--- src/hw/rtl/imu_df_pkg.sv ---
`default_nettype none
// ----------------------------------------------------------------------------
// imu_df_pkg
// Shared types and constants for the frame deframer.
// ----------------------------------------------------------------------------
package imu_df_pkg;

  localparam logic [7:0]  PREAMBLE     = 8'hFA;
  localparam logic [7:0]  BUS_MASTER   = 8'hFF;
  localparam logic [7:0]  BUS_ONE      = 8'h01;
  localparam logic [7:0]  EXT_LEN_MARK = 8'hFF;
  localparam logic [15:0] MAX_LEN      = 16'd2048;

  // event queue between parser and output side
  localparam int unsigned QDEPTH = 4;
  localparam int unsigned QAW    = $clog2(QDEPTH);

  typedef enum logic [1:0] {
    EV_PAYLOAD = 2'd0,
    EV_GOOD    = 2'd1,
    EV_CRC     = 2'd2,
    EV_LEN     = 2'd3
  } event_t;

  typedef enum logic [2:0] {
    ST_HUNT = 3'd0,
    ST_BUS  = 3'd1,
    ST_ID   = 3'd2,
    ST_LEN  = 3'd3,
    ST_XHI  = 3'd4,
    ST_XLO  = 3'd5,
    ST_BODY = 3'd6
  } stage_t;

  typedef struct packed {
    event_t      event_res;
    logic [7:0]  message_id;
    logic [7:0]  payload_byte;
    logic [10:0] byte_index;
    logic [15:0] frame_length;
    logic        last;
  } ev_rec_t;

endpackage
`default_nettype wire

--- src/hw/rtl/imu_df_parser.sv ---
`default_nettype none
// ----------------------------------------------------------------------------
// imu_df_parser
// Front end: frame state machine, one byte per beat, pushes event records.
// ----------------------------------------------------------------------------
module imu_df_parser (
  input  wire                   clk,
  input  wire                   rst_n,
  input  wire                   byte_vld,
  input  wire  [7:0]            rx_byte,
  input  wire                   q_full,
  output logic                  push,
  output imu_df_pkg::ev_rec_t   rec
);
  import imu_df_pkg::*;

  stage_t      stage_r, stage_nxt;
  logic [7:0]  sum_r,   sum_nxt;
  logic [7:0]  id_r,    id_nxt;
  logic [15:0] len_r,   len_nxt;
  logic [15:0] rem_r,   rem_nxt;
  logic [10:0] pos_r,   pos_nxt;
  logic [15:0] xlen;
  logic        byte_take;

  assign byte_take = byte_vld && !q_full;
  assign xlen      = {len_r[15:8], rx_byte};

  always_ff @(posedge clk) begin
    if (!rst_n) begin
      stage_r <= ST_HUNT;
      sum_r   <= '0;
      id_r    <= '0;
      len_r   <= '0;
      rem_r   <= '0;
      pos_r   <= '0;
    end else begin
      stage_r <= stage_nxt;
      sum_r   <= sum_nxt;
      id_r    <= id_nxt;
      len_r   <= len_nxt;
      rem_r   <= rem_nxt;
      pos_r   <= pos_nxt;
    end
  end

  always_comb begin
    stage_nxt = stage_r;
    sum_nxt   = sum_r;
    id_nxt    = id_r;
    len_nxt   = len_r;
    rem_nxt   = rem_r;
    pos_nxt   = pos_r;
    push      = 1'b0;
    rec       = '0;
    rec.message_id   = id_r;
    rec.frame_length = len_r;
    if (byte_take) begin
      sum_nxt = sum_r + rx_byte;
      unique case (stage_r)
        ST_BUS: begin
          stage_nxt = (rx_byte == BUS_MASTER || rx_byte == BUS_ONE) ? ST_ID : ST_HUNT;
        end
        ST_ID: begin
          id_nxt    = rx_byte;
          stage_nxt = ST_LEN;
        end
        ST_LEN: begin
          len_nxt   = {8'd0, rx_byte};
          rem_nxt   = {8'd0, rx_byte};
          pos_nxt   = '0;
          stage_nxt = (rx_byte == EXT_LEN_MARK) ? ST_XHI : ST_BODY;
        end
        ST_XHI: begin
          len_nxt   = {rx_byte, 8'd0};
          stage_nxt = ST_XLO;
        end
        ST_XLO: begin
          len_nxt = xlen;
          if (xlen > MAX_LEN) begin
            stage_nxt        = ST_HUNT;
            push             = 1'b1;
            rec.event_res    = EV_LEN;
            rec.frame_length = xlen;
            rec.last         = 1'b1;
          end else begin
            rem_nxt   = xlen;
            pos_nxt   = '0;
            stage_nxt = ST_BODY;
          end
        end
        ST_BODY: begin
          push = 1'b1;
          if (rem_r != '0) begin
            rem_nxt          = rem_r - 16'd1;
            pos_nxt          = pos_r + 11'd1;
            rec.event_res    = EV_PAYLOAD;
            rec.payload_byte = rx_byte;
            rec.byte_index   = pos_r;
          end else begin
            stage_nxt     = ST_HUNT;
            rec.event_res = (sum_nxt == 8'd0) ? EV_GOOD : EV_CRC;
            rec.last      = 1'b1;
          end
        end
        default: begin
          // hunting (and the unused stage code)
          stage_nxt = (rx_byte == PREAMBLE) ? ST_BUS : ST_HUNT;
          sum_nxt   = '0;
        end
      endcase
    end
  end

endmodule
`default_nettype wire

--- src/hw/rtl/imu_df_queue.sv ---
`default_nettype none
// ----------------------------------------------------------------------------
// imu_df_queue
// Back end: short event queue whose head drives the result channel.
// ----------------------------------------------------------------------------
module imu_df_queue (
  input  wire                   clk,
  input  wire                   rst_n,
  input  wire                   push,
  input  imu_df_pkg::ev_rec_t   push_rec,
  output logic                  full,
  output logic                  head_vld,
  input  wire                   head_stall,
  output imu_df_pkg::ev_rec_t   head_rec
);
  import imu_df_pkg::*;

  ev_rec_t        mem [QDEPTH];
  logic [QAW-1:0] wr_r, wr_nxt;
  logic [QAW-1:0] rd_r, rd_nxt;
  logic [QAW:0]   cnt_r, cnt_nxt;
  logic           do_push, do_pop;

  assign full     = (cnt_r == QAW'(0) + (QAW+1)'(QDEPTH));
  assign head_vld = (cnt_r != '0);
  assign head_rec = mem[rd_r];
  assign do_push  = push && !full;
  assign do_pop   = head_vld && !head_stall;

  always_comb begin
    wr_nxt  = do_push ? wr_r + QAW'(1) : wr_r;
    rd_nxt  = do_pop  ? rd_r + QAW'(1) : rd_r;
    cnt_nxt = cnt_r;
    if (do_push && !do_pop) begin
      cnt_nxt = cnt_r + (QAW+1)'(1);
    end else if (do_pop && !do_push) begin
      cnt_nxt = cnt_r - (QAW+1)'(1);
    end
  end

  always_ff @(posedge clk) begin
    if (!rst_n) begin
      wr_r  <= '0;
      rd_r  <= '0;
      cnt_r <= '0;
    end else begin
      wr_r  <= wr_nxt;
      rd_r  <= rd_nxt;
      cnt_r <= cnt_nxt;
    end
  end

  always_ff @(posedge clk) begin
    if (do_push) begin
      mem[wr_r] <= push_rec;
    end
  end

endmodule
`default_nettype wire

--- src/hw/rtl/imu_frame_deframer.sv ---
`default_nettype none
// Output: result beats are registered in the event queue and offered from its head.
// Throughput: one byte per cycle; in_stall rises only when the 4-entry event
// queue is full, so a stalled output side blocks input after four results.
// Reset: synchronous, active-low rst_n returns the parser to preamble hunting
// and empties the queue; queue storage itself is not cleared.
// ----------------------------------------------------------------------------
// imu_frame_deframer
// Length-prefixed frame parser with an 8-bit additive checksum.
// ----------------------------------------------------------------------------
module imu_frame_deframer (
  input  wire         clk,
  input  wire         rst_n,
  // input channel: one received serial byte per beat
  input  wire         in_valid,
  output logic        in_stall,
  input  wire  [7:0]  in_rx_byte,
  // result channel: payload bytes and frame status
  output logic        out_valid,
  input  wire         out_stall,
  output logic [1:0]  out_event_res,
  output logic [7:0]  out_message_id,
  output logic [7:0]  out_payload_byte,
  output logic [10:0] out_byte_index,
  output logic [15:0] out_frame_length,
  output logic        out_last
);
  import imu_df_pkg::*;

  logic    q_full;
  logic    push;
  ev_rec_t rec;
  ev_rec_t head;

  // front end parses every accepted beat; it waits only on queue space
  imu_df_parser u_parser (
    .clk       (clk),
    .rst_n     (rst_n),
    .byte_vld  (in_valid),
    .rx_byte   (in_rx_byte),
    .q_full    (q_full),
    .push      (push),
    .rec       (rec)
  );

  // back end: queue head is the result beat; drains independently
  imu_df_queue u_queue (
    .clk        (clk),
    .rst_n      (rst_n),
    .push       (push),
    .push_rec   (rec),
    .full       (q_full),
    .head_vld   (out_valid),
    .head_stall (out_stall),
    .head_rec   (head)
  );

  // parser takes a beat whenever in_valid is high and the queue has room
  assign in_stall = q_full;

  assign out_event_res    = head.event_res;
  assign out_message_id   = head.message_id;
  assign out_payload_byte = head.payload_byte;
  assign out_byte_index   = head.byte_index;
  assign out_frame_length = head.frame_length;
  assign out_last         = head.last;

endmodule
`default_nettype wire

--- config.mk ---
export PLATFORM = sky130hd
export DESIGN_NAME = imu_frame_deframer
export DESIGN_NICKNAME = d
export VERILOG_FILES = /design/src/hw/rtl/imu_df_pkg.sv /design/src/hw/rtl/imu_df_parser.sv /design/src/hw/rtl/imu_df_queue.sv /design/src/hw/rtl/imu_frame_deframer.sv
export SDC_FILE = /design/constraint.sdc
export NUM_CORES = 1
export LEC_CHECK = 0
export ABC_AREA = 1
export BUFFER_PORTS_ARGS = -buffer_cell sky130_fd_sc_hd__buf_2
export CORE_MARGIN = 5
export CORE_UTILIZATION = 32
export DETAILED_ROUTE_END_ITERATION = 12
export GPL_ROUTABILITY_DRIVEN = 0
export SLEW_MARGIN = 30
export SYNTH_ARGS = -nofsm -noshare
export SYNTH_HDL_FRONTEND = slang
export SYNTH_SLANG_ARGS = --single-unit
--- constraint.sdc ---
create_clock -name clk -period 6.6 [get_ports clk]
set_clock_uncertainty 0.05 [all_clocks]
set_input_delay 1.65 -clock clk [delete_from_list [all_inputs] [get_ports clk]]
set_output_delay 1.65 -clock clk [all_outputs]
set_load 0.01 [all_outputs]
==> out/results.ini, run 1 <==
[cts]
htreeDepth = 1
clkTransAtPathRegs_ns = 0.06
clock_latency_ns = 0.53
cts_tree = yes
cts_resized = 0
root_buffer = clkbuf_16
postCtsSetupBuffers = 0
cts_made_buffers = 26
cts.sinks = 255
cts_hold_buffers = 0
cts_buffer_depth = 3

[global_route]
grt.total_usage = 0.1407
grt_pass1_vias = 7798
grt_overflow = 0
grt_pass1_wl_mm = 44.25
antenna_found_initial = 0
grt_max_degree = 93

[detailed_routing]
drt_iter0_drc = 679
antenna_left = 0
vias_per_cell = 4.908
vias = 8270
first_pass_iters = 5
wl_per_cell_microns = 16.66
wirelength_mm = 28.07
drc = 0

[placed_design]
hpwl_mm = 18.48
io_buffers = 59
pre_cts_slack_ns = 2.103
dpl.cell_count = 1634

[final_layout]
final_core_util = 0.3740
final_cells = 1685
drive_above_1_share = 0.1188
finish.net_count = 1237
area_delta_synth_final_pct = 15.22

[run_status]
status = complete, no violations

[power]
power_leakage_nw = 5.062
pwr_density_cell_mw_per_mm2 = 318.9
vdd_drop_max_uv = 193.1

[logic_synthesis]
yosys_warnings = 0
syn-cell-area_sq_mm = 0.01121
synth_cell_types = 36
synth_cells = 1164
synth-seq-cells = 255
syn_avg_cell_area_sq_um = 9.631
synth_nets = 1192
yosysSeqAreaShare = 0.6196

[floorplanning]
core_sq_mm = 0.03454
num_io_pins = 60
initial_core_util = 0.3245
die_area_sq_mm = 0.03888
die_x_microns = 197.2
die_h_microns = 197.2
rows = 68

[job]
max_cap_violations = 0

[timing]
period_minus_slack_ns = 4.377
timing.final.ws_setup_ns = 2.223
fin_setup_tns_ns = 0
period_share = 0.6631
setup-violations-final = 0
fmax_mhz = 228.5
final_hold_viol_count = 0
rsz0062_at_grt = no
slew_viol_final = 0
worst_slew_pin_slew_ns = 0.9246
slew-limit-headroom = 0.3836

[worst_setup_path]
arrival_ns = 2.68
cp_num_buf_inv = 3
crit_fanout = 50
worstSetupPathType = reg2out
critical_path.max_stage_delay_ns = 0.60
crit_path_start_kind = flop
end_kind = output port
crit_family = buffers and inverters
cp_slowest_cell = inv_2
required_ns = 4.90
crit_chain = inv_2 > buf_4 > o21ai_0 > o22ai_1 > buf_2

[worst_hold_path]
worstHoldPathType = reg2reg

-- logic make-up after synthesis --
kind of cell,count (synthesis),synth area share
DFF,255,0.6196
buffers and inverters,156,0.05815
and+or+nand+nor,480,0.1807
AOI/OAI and AO/OA,251,0.1176
xor gates and xnor gates,6,0.004687
adders and majority gates,16,0.01920
-- tightest hold or removal path, delay by kind of cell, from the launching register on --
family          cells  cell delay [ns]
compound gates      1             0.07
buf+inv             1             0.05
flops               1             0.29
-- cells in the final DEF (no fill, tap or decap), types with 2 or more instances in the layout --
| master | instances |
|---|---|
| clkbuf_1 | 2 |
| nand4_1 | 7 |
| or2_2 | 4 |
| o21ai_0 | 130 |
| or2_1 | 2 |
| a21oi_1 | 71 |
| dfxtp_1 | 70 |
| nand2_1 | 214 |
| inv_1 | 91 |
| nand3_2 | 3 |
| buf_2 | 59 |
| nor3_1 | 9 |
| nand4_2 | 2 |
| clkbuf_16 | 27 |
| nand3_1 | 65 |
| clkinvlp_4 | 2 |
| edfxtp_1 | 184 |
| bufinv_16 | 6 |
| nor2_2 | 5 |
| fa_1 | 2 |
| xor2_1 | 5 |
| buf_4 | 8 |
| ha_1 | 14 |
| clkinv_2 | 2 |
| inv_2 | 10 |
| o22ai_1 | 47 |
| nor2_4 | 6 |
| nor2_1 | 159 |
| clkinv_1 | 7 |
| clkbuf_8 | 2 |
| buf_16 | 2 |
-- sequential cells by signal, indices dropped and copies added (netlist names), named ones only --
| register | cells |
|---|---|
| u_queue.mem | 184 |
| u_parser.len_r | 16 |
| u_parser.rem_r | 16 |
| u_parser.pos_r | 11 |
| u_parser.id_r | 8 |
| u_parser.sum_r | 8 |
| u_parser.stage_r | 3 |
| u_queue.cnt_r | 3 |
| u_queue.rd_r | 2 |
| u_queue.wr_r | 2 |
-- synthesized netlist by cell type --
master,count,area share
ha_1,14,0.016
dfxtp_1,71,0.13
buf_6,7,0.0070
buf_4,1,0.00067
o22ai_1,47,0.026
inv_2,9,0.0030
clkbuf_1,37,0.012
a21oi_1,71,0.032
o21ai_1,1,0.00045
nand4_1,7,0.0039
nor2_1,163,0.055
or2_2,4,0.0022
o21bai_1,1,0.00067
or2_1,2,0.0011
buf_2,6,0.0027
fa_1,2,0.0036
nor3_2,1,0.00089
edfxtp_1,184,0.49
nand3_1,65,0.029
nand3_2,3,0.0027
nand3_4,1,0.0016
xor2_1,5,0.0039
nor2_4,2,0.0020
nor2_2,5,0.0028
o21ai_0,130,0.058
inv_1,93,0.031
nand2_2,1,0.00056
nor3_1,9,0.0040
nand2_1,214,0.072
inv_4,1,0.00056
a31oi_1,1,0.00056
xnor2_1,1,0.00078
nor3_4,1,0.0015
clkinv_1,1,0.00033
buf_1,1,0.00033
nand4_2,2,0.0022
-- routing by layer --
metal | part of all wire | up-vias | track usage
li1 | - | 4062 | -
met1 | 0.47 | 3961 | 0.2026
met2 | 0.46 | 210 | 0.2259
met3 | 0.058 | 37 | 0.02268
met4 | 0.016 | 0 | 0.02979
met5 | 0 | - | 0
-- power by group --
group | internal [mW] | switching [mW] | leakage, nW
registers | 1.71 | 0.0171 | 2.43
clock network | 1.00 | 0.610 | 0.459
logic | 0.243 | 0.533 | 2.17
total | 2.96 | 1.16 | 5.06
-- through the flow --
step	total power, mW	instance area, sq um	hold WS (ns)
6_report	4.120	12920	0.4171
5_1_grt	4.315	12910	0.4436
4_1_cts	4.171	12860	0.4185
3_5_place_dp	2.562	11910	0.4085
3_3_place_gp	2.552	11910	0.4042
2_1_floorplan	2.242	11210	0.3862
-- area by class of cell --
cell class | instances | area [sq um]
fillers | 3458 | 21630
flip-flops and latches | 255 | 6948
multi-input cells | 753 | 3642
clock buffers | 31 | 710.7
well taps | 455 | 569.3
repair buffers | 69 | 410.4
inverters | 104 | 392.9
clock inverters | 17 | 241.5
diodes | 1 | 2.502
-- worst paths after layout --
kind,from,to,slack [ns],cells after the start
worst max register to register,u_parser.stage_r[2]$_SDFFE_PN0P_,u_queue.mem[1][7]$_DFFE_PP_,2.99,7
worst min register to register,u_queue.rd_r[1]$_SDFFE_PN0P_,flop,0.42,2
worst min-delay path,u_queue.rd_r[1]$_SDFFE_PN0P_,flop,0.42,2
worst max-delay path,flop,out_payload_byte[5],2.22,5
No activity file was read; power rests on OpenSTA's default activity.
==> run 2, diff against run 1 <==
clock period = 3.8 ns   (was 6.6 ns; I/O delays follow)
==> run 2 against run 1 <==
Register-to-register slack lost 1.8 ns. Clock-buffer cell count grew 1. Final cell count up 0.47%. Worst hold slack better by 0.0034 ns. Critical path depth unchanged. First-iteration DRC count rose by 19%. Critical path type unchanged.
==> out/results.ini, run 2 (same netlist as run 1, synthesis figures left out) <==
[detailed_routing]
wl_per_cell_microns = 16.46
wirelength_mm = 27.86
vias = 8175
vias_per_cell = 4.829
first_pass_iters = 5
drc = 0
antenna_left = 0
drt_iter0_drc = 806

[power]
combPwrFrac = 0.201
p_total_mw = 6.819
switching_share = 0.2878
p_clk_frac = 0.358
vdd_drop_max_uv = 286.5
pwr_density_cell_mw_per_mm2 = 530.8
power_leakage_nw = 5.049
p_sw_mw = 1.963
pwr-share-seq = 0.441
intPower_mw = 4.856

[worst_setup_path]
required_ns = 2.80
worstSetupPathType = reg2out
crit_path_start_kind = flop
arrival_ns = 2.27
crit_chain = inv_2 > buf_4 > o21ai_0 > o22ai_1 > buf_2
cp_slowest_cell = inv_2
crit_fanout = 42
critical_path.max_stage_delay_ns = 0.57
end_kind = output port

[final_layout]
fillers = 3473
final_cells = 1693
diodes = 0
layout_commonest_cell = nand2_1
largest_reg_flops = 184
largest-register = u_queue.mem
drive_above_1_share = 0.1244
reg_top3 = u_queue.mem: 184 flops, u_parser.len_r: 16 flops, u_parser.rem_r: 16 flops
finish.net_count = 1247
area_delta_synth_final_pct = 14.59
most-common-layout-cells = 214 x nand2_1, 184 x edfxtp_1, 159 x nor2_1

[timing]
setup-violations-final = 0
worst_slew_pin_slew_ns = 0.8485
rsz0062_at_grt = no
final_hold_viol_count = 0
fin_setup_tns_ns = 0
period_share = 0.8618
timing.final.ws_setup_ns = 0.5250
slew_viol_final = 0
period_minus_slack_ns = 3.275
fmax_mhz = 305.3
slew-limit-headroom = 0.4335

[floorplanning]
rows = 68
initial_core_util = 0.3245
die_h_microns = 197.2
die_area_sq_mm = 0.03888
die_x_microns = 197.2
core_sq_mm = 0.03454
num_io_pins = 60

[global_route]
antenna_found_initial = 3
grt_overflow = 0
grt_pass1_wl_mm = 43.20
grt_max_degree = 93
grt.total_usage = 0.1386
grt_pass1_vias = 7514

[worst_hold_path]
worstHoldPathType = reg2reg

[cts]
clock_latency_ns = 0.53
cts_buffer_depth = 3
cts_resized = 0
htreeDepth = 1
cts_tree = yes
cts_hold_buffers = 0
cts.sinks = 255
clkTransAtPathRegs_ns = 0.06
root_buffer = clkbuf_16
postCtsSetupBuffers = 0
cts_made_buffers = 25

[job]
max_cap_violations = 0

[run_status]
status = complete, no violations

[placed_design]
dpl.cell_count = 1647
pre_cts_slack_ns = 0.7282
io_buffers = 59
hpwl_mm = 18.24

## run 2: cell types whose count changed in the layout (fill, tap and decap cells not counted), sizes merged
cell and change:
inv +2, clkbuf +1, clkinvlp -1, buf +11
bufinv -4, diode -1
## run 2: area by class of cell
type                            instances  area, sq um  area share
Tap cell                              455        569.3     0.04432
Inverter                              104        392.9     0.03058
Sequential cell                       255         6948      0.5409
Clock inverter                         14        123.9    0.009643
Timing Repair Buffer                   80        478.0     0.03721
Multi-Input combinational cell        753         3642      0.2835
Clock buffer                           32        691.9     0.05386
## run 2: worst max-delay path, delay by kind of cell, from the launching register on
| family | cells | cell delay, ns |
|---|---|---|
| buffers and inverters | 3 | 1.07 |
| AOI/OAI and AO/OA | 2 | 0.31 |
| DFF | 1 | 0.34 |
## run 2: layer usage
layer / track usage / wire (microns)
met4: 0.03390 / 488
met1: 0.1975 / 13050
met3: 0.02371 / 1459
met5: 0 / 39
met2: 0.2218 / 12820
## run 2: power groups by stage
stage                     clock network [mW]  registers (mW)  logic [mW]
after floorplan                            0            3.06       0.834
after global placement                     0            3.07        1.39
after detailed placement                   0            3.07        1.40
after CTS                               2.50            3.01        1.40
after global routing                    2.61            3.01        1.52
final                                   2.44            3.01        1.37
## run 2: worst paths after layout
kind / startpoint / endpoint / slack (ns) / cells after the start
worst max-delay path: flop / out_frame_length[11] / 0.53 / 5
worst min-delay path: u_parser.rem_r[1]$_SDFFE_PN0P_ / u_parser.rem_r[1]$_SDFFE_PN0P_ / 0.42 / 2
worst max register to register: u_parser.rem_r[0]$_SDFFE_PN0P_ / u_queue.mem[2][30]$_DFFE_PP_ / 1.16 / 9
worst min register to register: u_parser.rem_r[1]$_SDFFE_PN0P_ / u_parser.rem_r[1]$_SDFFE_PN0P_ / 0.42 / 2
## run 2: through the flow
| stage | util | hold WS, ns | area, sq um |
|---|---|---|---|
| 2_1_floorplan | - | 0.3862 | 11210 |
| 3_3_place_gp | 0.3483 | 0.4042 | 12030 |
| 3_5_place_dp | 0.3483 | 0.4073 | 12030 |
| 4_1_cts | 0.3719 | 0.4170 | 12850 |
| 5_1_grt | 0.3719 | 0.4451 | 12850 |
| 6_report | 0.3719 | 0.4204 | 12850 |
